<file path="src/design/ps2mq_pkg.sv">
// Shared types and constants for the PS/2 mouse packet event queue.
// Holds the command and error codes and the packed event and status records.
// No dependencies.
`default_nettype none

package ps2mq_pkg;

  typedef enum logic {
    CMD_BYTE = 1'b0,
    CMD_READ = 1'b1
  } cmd_e;

  typedef enum logic [1:0] {
    ERR_NONE     = 2'd0,
    ERR_SYNC     = 2'd1,
    ERR_OVERFLOW = 2'd2
  } err_e;

  localparam int unsigned SyncBit = 3;
  localparam logic [7:0]  OvfMask = 8'hc0;

  typedef struct packed {
    logic [2:0]        buttons;
    logic signed [8:0] dy;
    logic signed [7:0] dx;
  } motion_t;

  typedef struct packed {
    logic    push;
    motion_t motion;
  } evt_t;

  typedef struct packed {
    logic [31:0] seq;
    logic [31:0] tick;
    motion_t     motion;
  } entry_t;

  typedef struct packed {
    logic [1:0]  position;
    err_e        err;
    logic [31:0] bad;
  } par_stat_t;

  typedef struct packed {
    logic [31:0] dropped;
    logic [31:0] latest;
  } ring_stat_t;

endpackage

`default_nettype wire

</file>
<file path="src/design/ps2mq_parser.sv">
// Packet assembler: gathers mouse bytes into three-byte packets, checks sync
// and overflow, and forms motion events. Depends on ps2mq_pkg.
`default_nettype none

module ps2mq_parser (
  input  wire logic                 clk_i,
  input  wire logic                 rst_ni,
  input  wire logic                 step_i,
  input  wire logic [7:0]           data_i,
  output ps2mq_pkg::evt_t           evt_o,
  output ps2mq_pkg::par_stat_t      stat_o
);

  typedef enum logic [2:0] {
    POS_HDR = 3'b001,
    POS_X   = 3'b010,
    POS_Y   = 3'b100
  } pos_e;

  pos_e                pos_q, pos_d;
  logic [7:0]          hdr_q, hdr_d;
  logic [7:0]          x_q, x_d;
  logic [2:0]          prev_btn_q, prev_btn_d;
  ps2mq_pkg::err_e     err_q, err_d;
  logic [31:0]         bad_q, bad_d;
  ps2mq_pkg::motion_t  motion;
  logic                push;
  logic [1:0]          pos_index;

  always_comb begin
    motion.dx      = x_q;
    motion.dy      = ~{data_i[7], data_i} + 9'd1;
    motion.buttons = hdr_q[2:0];
    pos_d      = pos_q;
    hdr_d      = hdr_q;
    x_d        = x_q;
    prev_btn_d = prev_btn_q;
    err_d      = err_q;
    bad_d      = bad_q;
    push       = 1'b0;
    if (step_i) begin
      case (pos_q)
        POS_HDR: begin
          if (!data_i[ps2mq_pkg::SyncBit]) begin
            bad_d = bad_q + 32'd1;
            err_d = ps2mq_pkg::ERR_SYNC;
          end else begin
            hdr_d = data_i;
            pos_d = POS_X;
          end
        end
        POS_X: begin
          x_d   = data_i;
          pos_d = POS_Y;
        end
        POS_Y: begin
          pos_d = POS_HDR;
          if ((hdr_q & ps2mq_pkg::OvfMask) != 8'd0) begin
            bad_d = bad_q + 32'd1;
            err_d = ps2mq_pkg::ERR_OVERFLOW;
          end else if (x_q != 8'd0 || data_i != 8'd0 || hdr_q[2:0] != prev_btn_q) begin
            push       = 1'b1;
            prev_btn_d = hdr_q[2:0];
          end
        end
        default: begin
          pos_d = POS_HDR;
        end
      endcase
    end
  end

  always_comb begin
    case (pos_d)
      POS_X:   pos_index = 2'd1;
      POS_Y:   pos_index = 2'd2;
      default: pos_index = 2'd0;
    endcase
  end

  assign evt_o.push     = push;
  assign evt_o.motion   = motion;
  assign stat_o.position = pos_index;
  assign stat_o.err      = err_d;
  assign stat_o.bad      = bad_d;

  always_ff @(posedge clk_i or negedge rst_ni) begin
    if (!rst_ni) begin
      pos_q      <= POS_HDR;
      hdr_q      <= 8'd0;
      x_q        <= 8'd0;
      prev_btn_q <= 3'd0;
      err_q      <= ps2mq_pkg::ERR_NONE;
      bad_q      <= 32'd0;
    end else begin
      pos_q      <= pos_d;
      hdr_q      <= hdr_d;
      x_q        <= x_d;
      prev_btn_q <= prev_btn_d;
      err_q      <= err_d;
      bad_q      <= bad_d;
    end
  end

endmodule

`default_nettype wire

</file>
<file path="config.mk">
export PLATFORM = sky130hd
export DESIGN_NAME = ps2mq_parser
export DESIGN_NICKNAME = d
export VERILOG_FILES = /design/src/design/ps2mq_pkg.sv /design/src/design/ps2mq_parser.sv
export SDC_FILE = /design/constraint.sdc
export NUM_CORES = 1
export LEC_CHECK = 0
export ABC_AREA = 1
export BUFFER_PORTS_ARGS = -buffer_cell sky130_fd_sc_hd__buf_2
export CAP_MARGIN = 0
export CORE_ASPECT_RATIO = 1.25
export CORE_MARGIN = 10
export CORE_UTILIZATION = 55
export CTS_CLUSTER_SIZE = 28
export DETAILED_ROUTE_END_ITERATION = 10
export PLACE_DENSITY = 0.8
export SYNTH_ARGS = -nofsm -noshare
export SYNTH_HDL_FRONTEND = slang
export SYNTH_SLANG_ARGS = --single-unit
</file>
<file path="constraint.sdc">
create_clock -name clk_i -period 4.1 [get_ports clk_i]
set_input_delay 0.41 -clock clk_i [delete_from_list [all_inputs] [get_ports clk_i]]
set_output_delay 0.41 -clock clk_i [all_outputs]
set_load 0.02 [all_outputs]
</file>
# Yosys cells after proc, flatten, opt, wreduce, memory -nomap -nowiden
# Cells that the tools add are included.
# totals
reg_bits	56
inputBits	11
out_inout_bits	57
wordCells	40
# op_classes
add_sub_neg	2
n_eq_ne	6
n_mux	16
bitwise_logic	2
reduce_logical	8
# ops
operator	n
two-way mux 32 bit	3
case mux 32 bit (2 select lines)	1
adder 32 x 1 -> 32 bit (second input constant)	1
nonzero test 8 bit	3
adder 9 x 1 -> 9 bit (second input constant)	1
NOT 9 bit	1
case mux 2 bit (2 select lines)	2
== test 3 x 2 -> 1 bit (second input constant)	2
== test 3 bit (second input constant)	2
two-way mux 2 bit	3
two-way mux 3 bit	2
case mux 3 bit (2 select lines)	1
two-way mux 1 bit	4
AND reduction 4 bit	1
== test 3 x 1 -> 1 bit (second input constant)	1
!= test 3 bit	1
AND reduction 3 bit	1
logical OR 1 bit	2
AND reduction 2 bit	1
NOT 1 bit	1

# Depth between registers and ports, before layout
# logic_depth
word_depth	7
mapped_depth	12
depth_no_buf	11

# Least setup slack after synthesis
# Ideal clock, no wire load.
# synth_path
path_type	register to output
start	register pos_q[0]
end	output stat_o[8] (netlist bit)
arrival_time_ns	1.679
slack_ns	2.011
path_stages_with_launch	7
n_path_buf	0
path_cell_list	dfstp_2 > nand3_2 > nand2_2 > nand2_4 > nor2_8 > nand3_1 > o31ai_1
# synth_rtl
item	line_no	rtl
start: declaration	ps2mq_parser.sv:20	pos_e pos_q, pos_d;
start signal: assignment	ps2mq_parser.sv:96	pos_q <= pos_d;
end: declaration	ps2mq_parser.sv:11	output ps2mq_pkg::par_stat_t stat_o

==> flow_summary_export.csv <==
group,metric,value,unit
timing,drv_slew,0,
synth,avgSynthCellArea,7.42,sq um
power_and_ir_drop,cellPowerDensity,542,nW/um^2
synth,yosysUniqueCellTypes,38,
clock_network,clock_path_buffers,2,
clock_network,cts_sinks,53,
clock_network,htreeDepth,2,
synth,synthArstFlopShare,1.00,
floorplan,die_x,87.9,um
placement,io_buffers,67,
power_and_ir_drop,p_leak,1.97,nW
power_and_ir_drop,irDropWorstVdd,0.324,mV
drt,ant_nets,0,
timing,period_minus_slack,2.83,ns
timing,max_freq,0.353,GHz
synth,yosysSeqAreaShare,0.419,
job,cap_violations,0,
drt,via_per_inst,5.36,
placement,gp_congestion,0.904,
floorplan,die_area,9220,sq um
clock_network,clkLatencyLatePin,0.31,ns
timing,rsz0062_at_grt,"false",
global_routing,grt.overflow.total,0,
cells_and_area,nets,503,
critical_path,cp_slowest_cell,"dfstp_2",
clock_network,clk_pin_slew,0.10,ns
cells_and_area,utilization,0.660,
clock_network,numCtsBuffers,5,
floorplan,ios,68,
cells_and_area,fillerInstances,475,
synth,ys.warnings.count,0,
synth,syn-num-nets,440,
global_routing,grt_max_degree,54,
timing,hold_slack,0.199,ns
floorplan,start_util,0.574,
critical_path,cp-start-kind,"flop",
global_routing,grt_pass1_wl,13500,um
clock_network,root_buffer,"clkbuf_8",
drt,drc,0,
clock_network,cts_hold_buffers,0,
drt,drtIter0Drc,189,
timing,setup_viol,0,
clock_network,cts_resized,0,
critical_path,path_cells,"nand3_2 > nand2_2 > nand2_4 > nor2_8 > inv_2 > nor2_1 > nand3_1 > o21ai_1 > buf_2",
timing,hold_viol,0,
synth,synth_ff_type,"dfrtp_1",
critical_path,end_kind,"output port",
critical_path,ff2ff_setup_slack,2.10,ns
floorplan,coreArea,5520,sq um
global_routing,grt_pass1_vias,3009,
cells_and_area,mostFrequentLayoutCells,"nand2_1 (102), inv_1 (69), buf_2 (67)",
critical_path,critical_path.max_fanout,25,
drt,post_drt_wl_per_cell,14.3,um
critical_path,critPathKind,"reg -> out",
clock_network,cts_tree,"built",
clock_network,post_cts_buffers,0,
cells_and_area,final_common_cell,"nand2_1",
placement,placed_cell_area,3510,sq um
critical_path,required,3.69,ns
critical_path,crit_buf_inv,2,
run_status,outcome,"completed",
drt,drt_wl_total,7920,um
hold_path,worstHoldPathType,"in -> async",
synth,synth_edf_count,0,
critical_path,critPathTopFamily,"simple AND/OR/NAND/NOR gates",
placement,hpwlAfterDp,6090,um
synth,ys_ff_latch,53,
floorplan,rows,30,
synth,syn-instance-count,427,
synth,synth_area,3170,sq um
timing,tightest_slew,0.663,ns
cells_and_area,syn_to_final_growth,14.9,%
floorplan,dieHeight,105,um
timing,finalClockSkew,0.00430,ns
timing,slew-limit-headroom,0.558,
power_and_ir_drop,finalPower,0.00197,W
cells_and_area,design_area,3640,sq um
critical_path,slowest_delay,0.57,ns
cells_and_area,antenna_cells,0,
critical_path,cp.arrival,2.42,ns
global_routing,antenna_found_initial,0,
cells_and_area,drive_gt1_frac,0.214,
timing,timing.setup.tns,0,ns
timing,period_share,0.691,
global_routing,globalRouteTotalUtil,0.174,
drt,firstDrtPassIters,4,
drt,vias,2976,
synthesized netlist by cell type (3+ instances only):
cell type    n  area, sq um
buf_4        6         45.0
nand4_1     15         93.8
nor2_1      37          139
nand3_1     30          150
nor2_4       3         33.8
nand2_1    102          383
inv_2        6         22.5
a21oi_1      4         20.0
inv_1       69          259
o22ai_1      3         18.8
nor2_2       4         25.0
o21ai_1     15         75.1
dfrtp_1     52         1300
nor3_1       9         45.0
nor3_2       4         40.0
xor2_1       7         61.3
o21ai_0     27          135
nand3_2      4         40.0
o21bai_1     3         22.5
worst reg2reg max path, delay by kind of cell (launching register included):
family / cells / cell delay [ns]
AOI/OAI and AO/OA: 1 / 0.12
buffers and inverters: 1 / 0.27
DFF: 1 / 0.57
and+or+nand+nor: 6 / 0.97
routing by layer:
metal / share of wire / up-vias / GRT usage / routed length, um
li1: - / 1491 / - / -
met1: 0.41 / 1379 / 0.199 / 3280
met2: 0.49 / 92 / 0.295 / 3900
met3: 0.077 / 14 / 0.0583 / 608
met4: 0.017 / 0 / 0.0571 / 132
met5: 0 / - / 0 / 0
report_power, final:
part | switching [W] | internal, W | leakage (nW) | total (W)
clock | 0.000177 | 0.000243 | 0.0681 | 0.000419
sequential | 0.000112 | 0.000657 | 0.695 | 0.000769
combinational | 0.000550 | 0.000237 | 1.20 | 0.000787
registers in the layout, summed over array words and instances (netlist names):
register,flops
pos_q,3
hdr_q,5
x_q,8
prev_btn_q,3
bad_q,32
err_q,2
area by class of cell:
cell class,instances,area (sq um),share of cell area
inverter,75,282,0.0773
clock buffer,5,68.8,0.0189
timing repair buffer,68,343,0.0942
multi-input combinational,287,1480,0.405
clock inverter,3,65.1,0.0179
tap,64,80.1,0.0220
sequential,53,1330,0.365
per-stage QoR:
stage          cells  setup slack [ns]
2_1_floorplan    427              2.01
3_3_place_gp     547              1.68
3_5_place_dp     547              1.59
4_1_cts          555              1.24
5_1_grt          555              1.06
6_report         555              1.27
path summary, 6_finish.rpt:
| check | startpoint | end | depth (start not counted) |
|---|---|---|---|
| worst min-delay path | rst_ni | bad_q[0]$_DFF_PN0_ | 2 |
| min in group clk_i | data_i[2] | hdr_q[2]$_DFFE_PN0P_ | 3 |
| worst max-delay path | pos_q[0]$_DFF_PN1_ | stat_o[26] | 9 |
| max in group asynchronous | rst_ni | bad_q[30]$_DFF_PN0_ | 2 |
| worst min register to register | prev_btn_q[0]$_DFFE_PN0P_ | prev_btn_q[0]$_DFFE_PN0P_ | 2 |
| worst max register to register | pos_q[0]$_DFF_PN1_ | bad_q[26]$_DFF_PN0_ | 8 |
cell families after synthesis:
| kind of cell | count (synthesis) | synth area share |
|---|---|---|
| flip-flops | 53 | 0.419 |
| buffers and inverters | 87 | 0.116 |
| XOR/XNOR | 9 | 0.0249 |
| AO/OA/AOI/OAI | 59 | 0.103 |
| adder cells (fa/ha/maj) | 2 | 0.00789 |
| AND/OR/NAND/NOR | 217 | 0.329 |
No activity file was read; power rests on OpenSTA's default activity.
